==> config.mk <==
export PLATFORM = sky130hd
export DESIGN_NAME = fpht_queue
export DESIGN_NICKNAME = d
export VERILOG_FILES = /design/src/design/fpht_pkg.sv /design/src/design/fpht_queue.sv
export SDC_FILE = /design/constraint.sdc
export NUM_CORES = 1
export LEC_CHECK = 0
export ABC_AREA = 1
export BUFFER_PORTS_ARGS = -buffer_cell sky130_fd_sc_hd__buf_2
export CORE_UTILIZATION = 30
export DETAILED_ROUTE_END_ITERATION = 10
export SYNTH_ARGS = -nofsm -noshare
export SYNTH_HDL_FRONTEND = slang
export SYNTH_SLANG_ARGS = --single-unit
==> constraint.sdc <==
create_clock -name clk -period 9.5 [get_ports clk]
set_input_delay 0.475 -clock clk [delete_from_list [all_inputs] [get_ports clk]]
set_output_delay 0.475 -clock clk [all_outputs]
set_load 0.02 [all_outputs]
==> src/design/fpht_pkg.sv <==
// ----------------------------------------------------------------------------
// fpht_pkg
// Shared types and constants for the frame-stamped pair hash table.
// ----------------------------------------------------------------------------
package fpht_pkg;

  // operation codes
  localparam logic [1:0] OP_BEGIN  = 2'd0;
  localparam logic [1:0] OP_FIND   = 2'd1;
  localparam logic [1:0] OP_UPDATE = 2'd2;
  localparam logic [1:0] OP_END    = 2'd3;

  // status codes
  localparam logic [1:0] ST_OK   = 2'd0;
  localparam logic [1:0] ST_MISS = 2'd1;
  localparam logic [1:0] ST_FULL = 2'd2;

  // hash constants, 64-bit multipliers split into 32-bit halves
  localparam logic [31:0] C1_LO  = 32'h7F4A7C15;
  localparam logic [31:0] C1_HI  = 32'h9E3779B9;
  localparam logic [63:0] ADD_K  = 64'h0000_0000_7F4A_7C15;
  localparam logic [31:0] C2_LO  = 32'h1CE4E5B9;
  localparam logic [31:0] C2_HI  = 32'hBF58476D;
  localparam int unsigned SHIFT1 = 29;

  // widest home slot index the table supports
  localparam int unsigned HASH_W = 16;

  localparam logic [7:0] CAP_RESET = 8'd128;

  // item passed from the front to the back
  typedef struct packed {
    logic [1:0]        operation;
    logic [31:0]       body_a;
    logic [31:0]       body_b;
    logic [63:0]       payload;
    logic [HASH_W-1:0] home;
  } item_t;

  // one table slot as held in memory; home kept for the rebuild
  typedef struct packed {
    logic [HASH_W-1:0] home;
    logic [31:0]       key_a;
    logic [31:0]       key_b;
    logic [31:0]       stamp;
    logic [63:0]       payload;
  } slot_t;

endpackage

==> src/design/fpht_queue.sv <==
// ----------------------------------------------------------------------------
// fpht_queue
// Two-entry queue between the front and the back.
// ----------------------------------------------------------------------------
module fpht_queue (
  input  logic            clk,
  input  logic            rst,
  input  logic            push,
  input  fpht_pkg::item_t push_item,
  output logic            full,
  input  logic            pop,
  output fpht_pkg::item_t pop_item,
  output logic            empty
);

  fpht_pkg::item_t ent [2];
  logic            wr_ptr;
  logic            rd_ptr;
  logic [1:0]      count;
  logic            do_push;
  logic            do_pop;

  assign full     = (count == 2'd2);
  assign empty    = (count == 2'd0);
  assign do_push  = push & ~full;
  assign do_pop   = pop & ~empty;
  assign pop_item = ent[rd_ptr];

  // pointers and fill level
  always_ff @(posedge clk) begin
    if (rst) begin
      wr_ptr <= 1'b0;
      rd_ptr <= 1'b0;
      count  <= 2'd0;
    end else begin
      if (do_push) wr_ptr <= ~wr_ptr;
      if (do_pop)  rd_ptr <= ~rd_ptr;
      if (do_push && !do_pop) begin
        count <= count + 2'd1;
      end else if (do_pop && !do_push) begin
        count <= count - 2'd1;
      end
    end
  end

  always_ff @(posedge clk) begin
    if (do_push) begin
      ent[wr_ptr] <= push_item;
    end
  end

endmodule

After elaboration in Yosys (flattened, before gate mapping)
Memory sizes are Yosys's and may differ from the RTL's. A register that Yosys moved wholly into a read port is not among the register bits. Index checks and enable logic that the tools add are counted.

Input port bits: 150. Output and inout bits: 148. Memories kept: 1. Bits in writable memories: 292. Word-level logic and storage cells: 25. Register bits after elaboration: 4.

Reduce and logical (&&, ||, !) cells: 6. $add $sub $neg: 2. Bitwise gates (word level): 6. Eq/ne operators: 1. Multiplexer cells: 6.

Memory list: ent (depth 2, width 146, read ports 1, clocked after memory_dff 1, wr ports 1, line fpht_queue.sv:16) `fpht_pkg::item_t ent [2];`.

Operators by type and width (number): $mux W1 (4); $mux W2 (2); $not A1 Y1 (4); $add A2 B1 Y2 const B (1); $and A1 B1 Y1 (2); $eq A2 B2 Y1 const B (1); $logic_and A1 B1 Y1 (2); $logic_not A1 Y1 (2); $logic_not A2 Y1 (1); $reduce_bool A2 Y1 (1); $sub A2 B1 Y2 const B (1).

Longest topological paths before layout
Depth after elaboration: 7. Gate-level depth with buffers: 10. Gate-level depth less buffers: 10.

Least setup slack after synthesis
OpenSTA, ideal clock, no wires.

Kind: input to register. From: input push. To: memory ent[0][0] (netlist name) (enable). Path slack: 2.205 ns. Arrival time: 6.642 ns. Setup time: 0.653 ns. Cell stages on the path: 2. Required time: 8.847 ns. Path through: o21ai_1 nor2_1.

Cells in the longest elaborated chain, start to end: 3.

RTL lines: start: declaration (line fpht_queue.sv:8) `input logic push,`; $and A1 B1 Y1 (line fpht_queue.sv:25) `assign do_push = push & ~full;`; $mux W1 (line fpht_queue.sv:47) `if (do_push) begin`; $mux W1 (implied by the code) (line fpht_queue.sv:48) `ent[wr_ptr] <= push_item;`; end: declaration (line fpht_queue.sv:16).

Every way passes these cells.

==> summary.md <==
| Metric | Value |
|---|---|
| Initial Util | `0.305` |
| Rel. slew slack | `0.244` |
| Crit share post-route | `0.401` |
| Longest Clk Path Bufs | `3` |
| Post-DRT Antenna Nets | `0` |
| DR WL/cell | `16.3 um` |
| Hold Vio Cnt, Final | `0` |
| Die Height | `192 um` |
| Number of global-route vias before repair | `5689` |
| Cts repair resizes | `0` |
| Design area | `0.0138 sq mm` |
| Final GP Congestion | `0.689` |
| Post-CTS Hold Buffers | `0` |
| WS Path Type | `register to primary output` |
| Setup crit end kind | `primary output` |
| Maximum clock rate | `0.262 GHz` |
| Via Count | `~5500` |
| Synth unique cells | `15` |
| Worst reg2reg path depth | `3` |
| Crit path DAT | `around 3300 ps` |
| Most common cell after layout, fill and taps aside | `buf_2` |
| Hold Path End | `ent[0][89]` |
| Worst hold slack | `91.7 ps` |
| Top FF cell, synth | `edfxtp_1` |
| Core footprint | `0.0356 sq mm` |
| Syn nets | `642` |
| Most frequent cells in the layout | `buf_2 (297), edfxtp_1 (292), mux2_2 (146)` |
| Status | `complete, no violations` |
| H-tree depth | `1` |
| Drt via density | `4.24` |
| Pin count of the biggest net entering global routing | `79` |
| Starting DRT DRC Count | `226` |
| Worst-skew pair later-pin latency | `approximately 560 ps` |
| Post-CTS Setup Inserts | `0` |
| Net count, final | `963` |
| CP Launch Type | `register` |
| Largest delay contributor family on the critical path | `buffers and inverters` |
| Gate Count Post-Synth | `491` |
| Worst R2R Setup Slack | `7420 ps` |
| Worst-Margin Slew | `1130 ps` |
| Final setup viols | `0` |
| Post-Route Setup TNS | `0 ps` |
| CP required | `between 9000 and 10000 ps` |
| Most frequent CP cell | `buf_4` |
| Tmin final | `~3800 ps` |
| Initial antenna violation count | `3` |
| Die W | `192 um` |
| P&R area growth vs syn | `27.3%` |
| Synthesized cell area | `0.0109 sq mm` |
| Port bufs | `slightly below 300` |
| CTS tree | `done` |
| Crit Path Max Fanout | `55` |
| # DRC | `0` |
| Hpwl dp | `13800 um` |
| Hold Crit Class | `primary input to register` |
| Sequential share of the synthesized area | `0.817` |
| Cell Rows | `69` |
| Synth Area per Inst | `~22 sq um` |
| CTS root buffer | `clkbuf_16` |
| Synth top area share | `0.807` |
| Grt total ovfl | `0` |
| First-pass GRT wire length | `a little over 30000 um` |
| Slowest stage cell, crit path | `dfxtp_4` |
| RSZ-0062 raised after global routing | `no` |
| Area post-placement | `0.0128 sq mm` |
| Tot GR Track Use | `0.110` |
| Drt total wl | `21200 um` |
| Max Slew Vio Count | `0` |
| Max_cap viols | `0` |
| Yosys warns | `0` |
| CP bufs+invs | `3` |
| P_leak | `5.09 nW` |
| Synth top area cells | `edfxtp_1 (81%), mux2_2 (15%), clkbuf_8 (1.3%)` |
| Clk_skew | `12.1 ps` |
| CP Cell Sequence | `buf_4, buf_4, mux2_2, buf_2` |
| Hold path depth | `1` |
| Hold Path Origin | `push_item[89]` |
| DR pass1 iterations | `4` |
| Largest area contributor in the netlist | `edfxtp_1` |
| Seq cells post-synth | `297` |
| Die ar. | `0.0370 sq mm` |
| Clk slew on worst S/H paths | `about 60 ps` |
| CTS buffer count | `31` |
| Clock Sinks | `around 300` |
| Power per cell area | `276 mW/mm^2` |
| Max stage delay on crit path | `about 700 ps` |
| Post-synth EDFFs | `292` |
| Worst reg2reg path endpoint | `ent[1][35]` |
| Reg-to-Reg Start | `count[0]` |
| Async set-reset flop share out of synthesis | `0` |
| IO Pins | `about 300` |
| Layout cells sized above 1 | `0.595` |
| Max IR drop VDD | `0.165 mV` |
==> final cells by class <==
type | count | area [sq um]
fillers | 3326 | 21700
inverters | 9 | 33.8
flip-flops and latches | 297 | 8870
well taps | 461 | 577
clock buffers | 39 | 806
diodes | 3 | 7.51
multi-input cells | 169 | 1770
clock inverters | 17 | 219
repair buffers | 304 | 1540
==> per-layer routing <==
metal | vias to the layer above | global-route usage | share of wire
met5 | - | 0 | 0
met3 | 43 | 0.0376 | 0.092
li1 | 2589 | - | -
met1 | 2677 | 0.127 | 0.38
met2 | 194 | 0.184 | 0.49
met4 | 0 | 0.0500 | 0.033
==> cells in the mapped netlist, types with 4 or more instances <==
cell type    n
nand2_1      4
clkbuf_8    10
mux2_2     146
nor2_1       9
inv_1        9
edfxtp_1   292
o21ai_0      4
buf_6        6
dfxtp_1      5
==> worst register-to-register path, stage by stage, from the launching register on <==
cell	delay [ps]
dfxtp_1	410
o21ai_1	220
nor2_4	140
buf_4	830
==> report_power, final <==
| group | leakage [nW] | switching [mW] | internal [mW] |
|---|---|---|---|
| sequential | 2.77 | 0.0573 | 1.66 |
| clock | 0.497 | 0.478 | 0.733 |
| combinational | 1.83 | 0.550 | 0.337 |
| total | 5.09 | 1.08 | 2.73 |
==> cells by family after synthesis <==
group | count (synthesis) | share of synthesized area
buffers and inverters | 25 | 0.0220
muxes | 146 | 0.151
DFF | 297 | 0.817
AOI/OAI and AO/OA | 6 | 0.00276
and+or+nand+nor | 16 | 0.00611
adders and majority gates | 1 | 0.00115
==> per-stage QoR <==
step / utilization / std cells / total power, mW / worst slack (ps)
after floorplan: - / 491 / 2.41 / 2200
final: 0.389 / 1299 / 3.81 / 5690
after global routing: 0.389 / 1298 / 3.99 / 5450
after CTS: 0.388 / 1296 / 3.87 / 5590
after global placement: 0.360 / 1240 / 2.64 / 6240
after detailed placement: 0.360 / 1240 / 2.65 / 6200
==> registers in the layout (all words and copies together) (netlist names), named ones only <==
register	flops
ent	292
count	2
rd_ptr	1
wr_ptr	1
==> how the worst max path moves through the flow <==
stage                          to     start  cells past startpoint
floorplan               ent[0][0]      push                      2
global placement    pop_item[135]  register                      4
detailed placement   pop_item[84]  register                      4
CTS                  pop_item[84]  register                      4
global route         pop_item[84]  register                      4
finish               pop_item[77]  register                      4
(Power assumes the default switching activity.)
