`src/design/fpht_pkg.sv`:
```
// ----------------------------------------------------------------------------
// fpht_pkg
// Shared types and constants for the frame-stamped pair hash table.
// ----------------------------------------------------------------------------
package fpht_pkg;

  // operation codes
  localparam logic [1:0] OP_BEGIN  = 2'd0;
  localparam logic [1:0] OP_FIND   = 2'd1;
  localparam logic [1:0] OP_UPDATE = 2'd2;
  localparam logic [1:0] OP_END    = 2'd3;

  // status codes
  localparam logic [1:0] ST_OK   = 2'd0;
  localparam logic [1:0] ST_MISS = 2'd1;
  localparam logic [1:0] ST_FULL = 2'd2;

  // hash constants, 64-bit multipliers split into 32-bit halves
  localparam logic [31:0] C1_LO  = 32'h7F4A7C15;
  localparam logic [31:0] C1_HI  = 32'h9E3779B9;
  localparam logic [63:0] ADD_K  = 64'h0000_0000_7F4A_7C15;
  localparam logic [31:0] C2_LO  = 32'h1CE4E5B9;
  localparam logic [31:0] C2_HI  = 32'hBF58476D;
  localparam int unsigned SHIFT1 = 29;

  // widest home slot index the table supports
  localparam int unsigned HASH_W = 16;

  localparam logic [7:0] CAP_RESET = 8'd128;

  // item passed from the front to the back
  typedef struct packed {
    logic [1:0]        operation;
    logic [31:0]       body_a;
    logic [31:0]       body_b;
    logic [63:0]       payload;
    logic [HASH_W-1:0] home;
  } item_t;

  // one table slot as held in memory; home kept for the rebuild
  typedef struct packed {
    logic [HASH_W-1:0] home;
    logic [31:0]       key_a;
    logic [31:0]       key_b;
    logic [31:0]       stamp;
    logic [63:0]       payload;
  } slot_t;

endpackage

```
`src/design/fpht_front.sv`:
```
// ----------------------------------------------------------------------------
// fpht_front
// Accepts words and computes the pair hash home slot with one shared
// 32x32 multiplier, then pushes the classified word into the queue.
// ----------------------------------------------------------------------------
module fpht_front (
  input  logic                clk,
  input  logic                rst,
  input  logic                in_valid,
  output logic                in_stall,
  input  logic [1:0]          operation,
  input  logic [31:0]         body_a,
  input  logic [31:0]         body_b,
  input  logic [63:0]         payload,
  input  logic                hold,
  output logic                push,
  output fpht_pkg::item_t     push_item,
  input  logic                full
);

  localparam logic [2:0] S_M0   = 3'd0;
  localparam logic [2:0] S_M1   = 3'd1;
  localparam logic [2:0] S_MIX  = 3'd2;
  localparam logic [2:0] S_M2   = 3'd3;
  localparam logic [2:0] S_M3   = 3'd4;
  localparam logic [2:0] S_M4   = 3'd5;
  localparam logic [2:0] S_PUSH = 3'd6;

  logic        busy;
  logic [2:0]  step;
  logic [1:0]  op;
  logic [31:0] ka;
  logic [31:0] kb;
  logic [63:0] pl;
  logic [63:0] acc;
  logic [63:0] prod;
  logic [31:0] ma;
  logic [31:0] mb;
  logic [63:0] m;
  logic [63:0] mix;
  logic        accept;

  assign in_stall = busy | hold;
  assign accept   = in_valid & ~in_stall;

  // shared multiplier operand select
  always_comb begin
    unique case (step)
      S_M0:    begin ma = ka;         mb = fpht_pkg::C1_LO; end
      S_M1:    begin ma = ka;         mb = fpht_pkg::C1_HI; end
      S_M2:    begin ma = acc[31:0];  mb = fpht_pkg::C2_LO; end
      S_M3:    begin ma = acc[31:0];  mb = fpht_pkg::C2_HI; end
      S_M4:    begin ma = acc[63:32]; mb = fpht_pkg::C2_LO; end
      default: begin ma = '0;         mb = '0;              end
    endcase
  end

  assign m = {32'd0, ma} * {32'd0, mb};

  // xor with offset second id, then xorshift
  always_comb begin
    logic [63:0] x;
    x   = acc ^ ({32'd0, kb} + fpht_pkg::ADD_K);
    mix = x ^ (x >> fpht_pkg::SHIFT1);
  end

  // control
  always_ff @(posedge clk) begin
    if (rst) begin
      busy <= 1'b0;
      step <= S_M0;
    end else if (accept) begin
      busy <= 1'b1;
      step <= S_M0;
    end else if (busy) begin
      if (step == S_PUSH) begin
        if (!full) begin
          busy <= 1'b0;
        end
      end else begin
        step <= step + 3'd1;
      end
    end
  end

  // datapath
  always_ff @(posedge clk) begin
    if (accept) begin
      op <= operation;
      ka <= body_a;
      kb <= body_b;
      pl <= payload;
    end
    case (step)
      S_M0:    acc <= m;
      S_M1:    acc[63:32] <= acc[63:32] + m[31:0];
      S_MIX:   acc <= mix;
      S_M2:    prod <= m;
      S_M3:    prod[63:32] <= prod[63:32] + m[31:0];
      S_M4:    prod[63:32] <= prod[63:32] + m[31:0];
      default: ;
    endcase
  end

  assign push                = busy & (step == S_PUSH);
  assign push_item.operation = op;
  assign push_item.body_a    = ka;
  assign push_item.body_b    = kb;
  assign push_item.payload   = pl;
  // final h ^= h >> 32, low bits only
  assign push_item.home      = prod[fpht_pkg::HASH_W-1:0] ^
                               prod[32 +: fpht_pkg::HASH_W];

endmodule

```
`config.mk`:
```
export PLATFORM = sky130hd
export DESIGN_NAME = fpht_front
export DESIGN_NICKNAME = d
export VERILOG_FILES = /design/src/design/fpht_pkg.sv /design/src/design/fpht_front.sv
export SDC_FILE = /design/constraint.sdc
export NUM_CORES = 2
export LEC_CHECK = 0
export BUFFER_PORTS_ARGS = -buffer_cell sky130_fd_sc_hd__buf_4
export CAP_MARGIN = 40
export CORE_MARGIN = 4
export CORE_UTILIZATION = 45
export CTS_CLUSTER_SIZE = 8
export DETAILED_ROUTE_END_ITERATION = 7
export GPL_TIMING_DRIVEN = 0
export PLACE_DENSITY = 0.6
export SYNTH_ARGS = -nofsm -noshare
export SYNTH_HDL_FRONTEND = slang
export SYNTH_SLANG_ARGS = --single-unit
```
`constraint.sdc`:
```
create_clock -name clk -period 20.3 [get_ports clk]
set_input_delay 2.03 -clock clk [delete_from_list [all_inputs] [get_ports clk]]
set_output_delay 2.03 -clock clk [all_outputs]
set_load 0.05 [all_outputs]
```
# ---- Word level (Yosys, flattened, before mapping)
# Cells that the tools add are included.
dict set report classes {
  bitwise_logic 8
  n_reduce_logical 10
  muxes 9
  mul 1
  eq_ne 6
  addsub 4
}
# op count
set ops {}
lappend ops {{32-bit case mux with 3 select lines} 2}
lappend ops {{32-bit case mux with 2 select lines} 2}
lappend ops {{32-bit case mux with 4 select lines} 1}
lappend ops {{32-bit adder} 2}
lappend ops {{32-bit by 32-bit multiplier with 64-bit output} 1}
lappend ops {{64-bit by 33-bit bitwise XOR with 64-bit output} 1}
lappend ops {{64-bit by 35-bit bitwise XOR with 64-bit output} 1}
lappend ops {{32-bit by 31-bit adder with 33-bit output, second input constant} 1}
lappend ops {{16-bit bitwise XOR} 1}
lappend ops {{2-bit OR reduction} 5}
lappend ops {{3-bit == test, second input constant} 3}
lappend ops {{3-bit by 2-bit == test with 1-bit output, second input constant} 2}
lappend ops {{1-bit 2-to-1 mux} 4}
lappend ops {{2-bit nonzero test} 2}
lappend ops {{3-bit by 1-bit adder with 3-bit output, second input constant} 1}
lappend ops {{3-bit by 1-bit == test with 1-bit output, second input constant} 1}
lappend ops {{3-bit logical NOT} 1}
lappend ops {{3-bit nonzero test} 1}
lappend ops {{1-bit bitwise AND} 2}
lappend ops {{1-bit NOT} 2}
lappend ops {{2-bit AND reduction} 1}
lappend ops {{1-bit OR} 1}
dict set report word_totals {
  reg_bits 246
  elab_cells 48
  out_inout_bits 148
  input_bits 135
}

# ---- Depth between registers and ports, before layout
dict set report depth {
  depth_word 6
  depth_mapped 49
}

# ---- Worst setup path after synthesis
# OpenSTA, ideal clock, no wires.
dict set report synth_path {
  path_type {register -> register}
  from {register step[0]}
  to {register acc[63] (data pin)}
  t_arrival_ns 10.117
  path_stages_with_launch 49
  required_time_ns 20.124
  setup_slack_ns 10.007
  path_cell_list {dfxtp_1 inv_1 ha_1 and2_1 buf_2 or2_2 clkbuf_1 clkbuf_1 clkbuf_1 a22oi_1 and2_1 clkbuf_1 inv_1 nand2_1 inv_1 fa_1 fa_1 fa_1 (+13 left out) or2_1 nand3_1 nand2_1 a21oi_1 xnor2_1 ha_1 clkbuf_1 a21o_1 a21o_1 a21o_1 a21o_1 a21oi_1 o31ai_1 nand3_1 a21boi_1 o21a_1 o21a_1 o32ai_1}
}
dict set report synth_between {
  elab_chain_cells 6
  elab_cells_between_ends 14
  cone_classes {add/sub (1); mul (1); eq/ne (5); mux (3); reduce/logical (4)}
}
# element line_no
set synth_lines {}
lappend synth_lines {{start, declared} fpht_front.sv:30} ;# logic [2:0] step;
lappend synth_lines {{start signal, assigned} fpht_front.sv:81} ;# step <= step + 3'd1;
lappend synth_lines {{3-bit == test (tied with other cells)} fpht_front.sv:48} ;# unique case (step)
lappend synth_lines {{2-bit OR reduction (no source line)} n/a}
lappend synth_lines {{32-bit case mux with 4 select lines / 32-bit case mux with 3 select lines (equally long branches)} fpht_front.sv:48}
lappend synth_lines {{32-bit by 32-bit multiplier with 64-bit output} fpht_front.sv:58} ;# assign m = {32'd0, ma} * {32'd0, mb};
lappend synth_lines {{32-bit adder} fpht_front.sv:96} ;# S_M1: acc[63:32] <= acc[63:32] + m[31:0];
lappend synth_lines {{32-bit case mux with 3 select lines *} fpht_front.sv:94} ;# case (step)
lappend synth_lines {{end signal, assigned} fpht_front.sv:95} ;# S_M0: acc <= m;
lappend synth_lines {{end signal, assigned} fpht_front.sv:96}
lappend synth_lines {{end signal, assigned} fpht_front.sv:97} ;# S_MIX: acc <= mix;
lappend synth_lines {{end, declared} fpht_front.sv:35} ;# logic [63:0] acc;
# Mark *: on every way between the ends. The rest lies on a longest branch, timed or not.
# A chain may end at the register's enable or synchronous reset.

# ---- Final worst setup path
dict set report layout_path {
  from {register step[2]}
  to {register acc[62] (data pin)}
}
# Same word-level chain as after synthesis.

==> flow_metrics.env <==
export IMPL_fin_crit_ns=13.71
export IMPL_cts_setup_buffers=0
export IMPL_final_layout_size_suffix_gt1_share_pct=9.47
export IMPL_placed_cell_area_um2=45700
export IMPL_cts_root_buf="clkbuf_16"
export IMPL_cp_common_cell="fa_1"
export IMPL_synth_area_leaders="fa_1 (42%), edfxtp_1 (16%), ha_1 (10%)"
export IMPL_synth_edf_count=226
export IMPL_start_kind="flip-flop"
export IMPL_clkTransAtPathRegs_ns=0.06
export IMPL_clock_latency_ns=0.53
export IMPL_path_class="reg -> reg"
export IMPL_drt_initial_drc_count=3245
export IMPL_postCtsHoldBufs=0
export IMPL_syn_area_um2=41400
export IMPL_finalSetupTns_ns=0
export IMPL_synth_seq_cells=230
export IMPL_final_util_pct=51.4
export IMPL_finClkSkew_ns=0.0235
export IMPL_yosysTopAreaCell="fa_1"
export IMPL_grt_max_degree=33
export IMPL_overflow=0
export IMPL_grt_first_pass_wirelength_um=221000
export IMPL_grt_pass1_vias=32800
export IMPL_nets=5850
export IMPL_cpMaxStageDelayCell="xnor2_1"
export IMPL_slew_violations=0
export IMPL_initial_utilization_pct=45.7
export IMPL_hold_viol=0
export IMPL_place_hpwl_um=135000
export IMPL_io_buffer_count=282
export IMPL_cts_buffers=34
export IMPL_gp_congestion=1.01
export IMPL_core_rowCount=110
export IMPL_first_pass_iters=8
export IMPL_cap_violations=0
export IMPL_routed_via_count=31300
export IMPL_drt_total_wl_um=153000
export IMPL_placed_cells=5647
export IMPL_setup_viol_count_final=0
export IMPL_areaGrowthSynthToFinish_pct=12.5
export IMPL_async_flop_share_pct=0
export IMPL_cp_required_ns=20.54
export IMPL_finalCritPeriodShare_pct=67.5
export IMPL_fillers=8570
export IMPL_route_detailed_drc=0
export IMPL_io_pins=283
export IMPL_synth_top_area_share_pct=41.9
export IMPL_syn_nets=5479
export IMPL_syn_inst=4137
export IMPL_yosysSeqAreaShare_pct=16.6
export IMPL_core_area_um2=90700
export IMPL_hold_path_class="reg -> reg"
export IMPL_yosys_warnings=0
export IMPL_viasPerCell=5.51
export IMPL_antenna_left=0
export IMPL_cts_resized=0
export IMPL_fp_dieW_um=311
export IMPL_max_freq_mhz=72.9
export IMPL_max_stage_delay_ns=0.73
export IMPL_antenna_found_initial=2
export IMPL_clk_path_buf_depth=3
export IMPL_fp_dieH_um=311
export IMPL_cp_max_fo=10
export IMPL_grt_usage_pct=31.5
export IMPL_ys_types=75
export IMPL_finalInstanceArea_um2=46600
export IMPL_slew_headroom_pct=36.8
export IMPL_clock_sinks=230
export IMPL_worst_slew_pin_slew_ns=0.946
export IMPL_dieArea_um2=96900
export IMPL_avgSynthCellArea_um2=10.0
export IMPL_rsz0062_at_grt="false"
export IMPL_cts_tree="built"
export IMPL_htree_levels=2
export IMPL_synth_flop_cell="edfxtp_1"
export IMPL_cp_arrival_ns=13.94
export IMPL_status="completed"
export IMPL_drt_wirelength_per_cell_um=26.8
export IMPL_worstSetupEndpointType="flip-flop"
export IMPL_final_instance_count_excl_fill=5688
[cell families (layout without fill, tap and decap cells)]
kind of cell	count (synthesis)	after routing	share of synthesized area (%)
AO/OA/AOI/OAI	442	442	7.00
multiplexers	9	9	0.233
XOR/XNOR	215	215	4.55
buffers and inverters	1253	1626	11.4
adder cells (fa/ha/maj)	1207	1207	52.2
AND/OR/NAND/NOR	781	781	8.09
other	0	2	0
flip-flops	230	230	16.6
[worst paths after layout]
check	start	endpoint	slack, ns	depth (start not counted)
max	step[2]	acc[62]	6.59	44
min	step[1]	step[1]	0.57	2
max reg2reg	step[2]	acc[62]	6.59	44
min reg2reg	step[1]	step[1]	0.57	2
[worst max-delay path, delay by kind of cell, from the launching register on]
kind / cells / cell delay, ns
buffers and inverters: 16 / 3.33
adder cells (fa/ha/maj): 10 / 4.77
flip-flops: 1 / 0.33
AND/OR/NAND/NOR: 7 / 2.11
XOR/XNOR: 2 / 0.92
AO/OA/AOI/OAI: 9 / 1.91
[flip-flops by register name (all words and copies together), names as in the netlist]
| name | flops |
|---|---|
| acc | 64 |
| busy | 1 |
| ka | 32 |
| kb | 32 |
| op | 2 |
| pl | 64 |
| prod | 32 |
| step | 3 |
[area by class of cell]
cell class,count,area (µm²),area share (%)
Multi-Input combinational cell,2654,29900,64.1
Sequential cell,230,6870,14.7
Inverter,1141,4280,9.19
Timing Repair Buffer,335,2780,5.97
Tap cell,1176,1470,3.16
Clock buffer,34,851,1.83
Buffer,112,430,0.924
Clock inverter,4,66.3,0.142
Antenna cell,2,5.00,0.0107
[cell usage after synthesis, drive strengths merged, types with 12 or more instances]
master / count
buf: 13
nand2b: 14
and2: 42
and3: 18
a22oi: 37
nor2: 223
nand2: 384
edfxtp: 226
ha: 341
o22ai: 16
a21oi: 112
a31oi: 14
nor2b: 12
nand3: 18
fa: 866
inv: 1136
xor2: 82
nor3: 18
nand4: 17
xnor2: 133
a21o: 64
o21a: 16
clkbuf: 99
o21bai: 20
o21ai: 95
[metal layers]
metal / part of all wire, % / track usage, % / up-vias
met5: 0.0085 / 0 / -
met2: 45 / 48.4 / 1648
met4: 6.3 / 15.5 / 2
met3: 9.0 / 5.19 / 351
li1: - / - / 13300
met1: 40 / 43.8 / 16000
[stage by stage]
stage	worst slack [ns]	hold WS, ns
after floorplan	10.01	0.490
after CTS	6.94	0.562
after global placement	6.35	0.528
after detailed placement	7.02	0.552
final	6.59	0.568
after global routing	6.21	0.595
[cell usage in the layout (no fill, tap or decap), drive strengths merged, types with 20 or more instances in the layout]
cell type  instances
edfxtp           226
o21ai             95
inv             1136
nor2             223
xnor2            133
buf              347
xor2              82
clkbuf           134
a21oi            112
a21o              64
o21bai            20
nand2            384
and2              42
a22oi             37
ha               341
fa               866
Power is not shown: default switching activity piles up to over one toggle a cycle in this logic, so the estimate is an artifact.
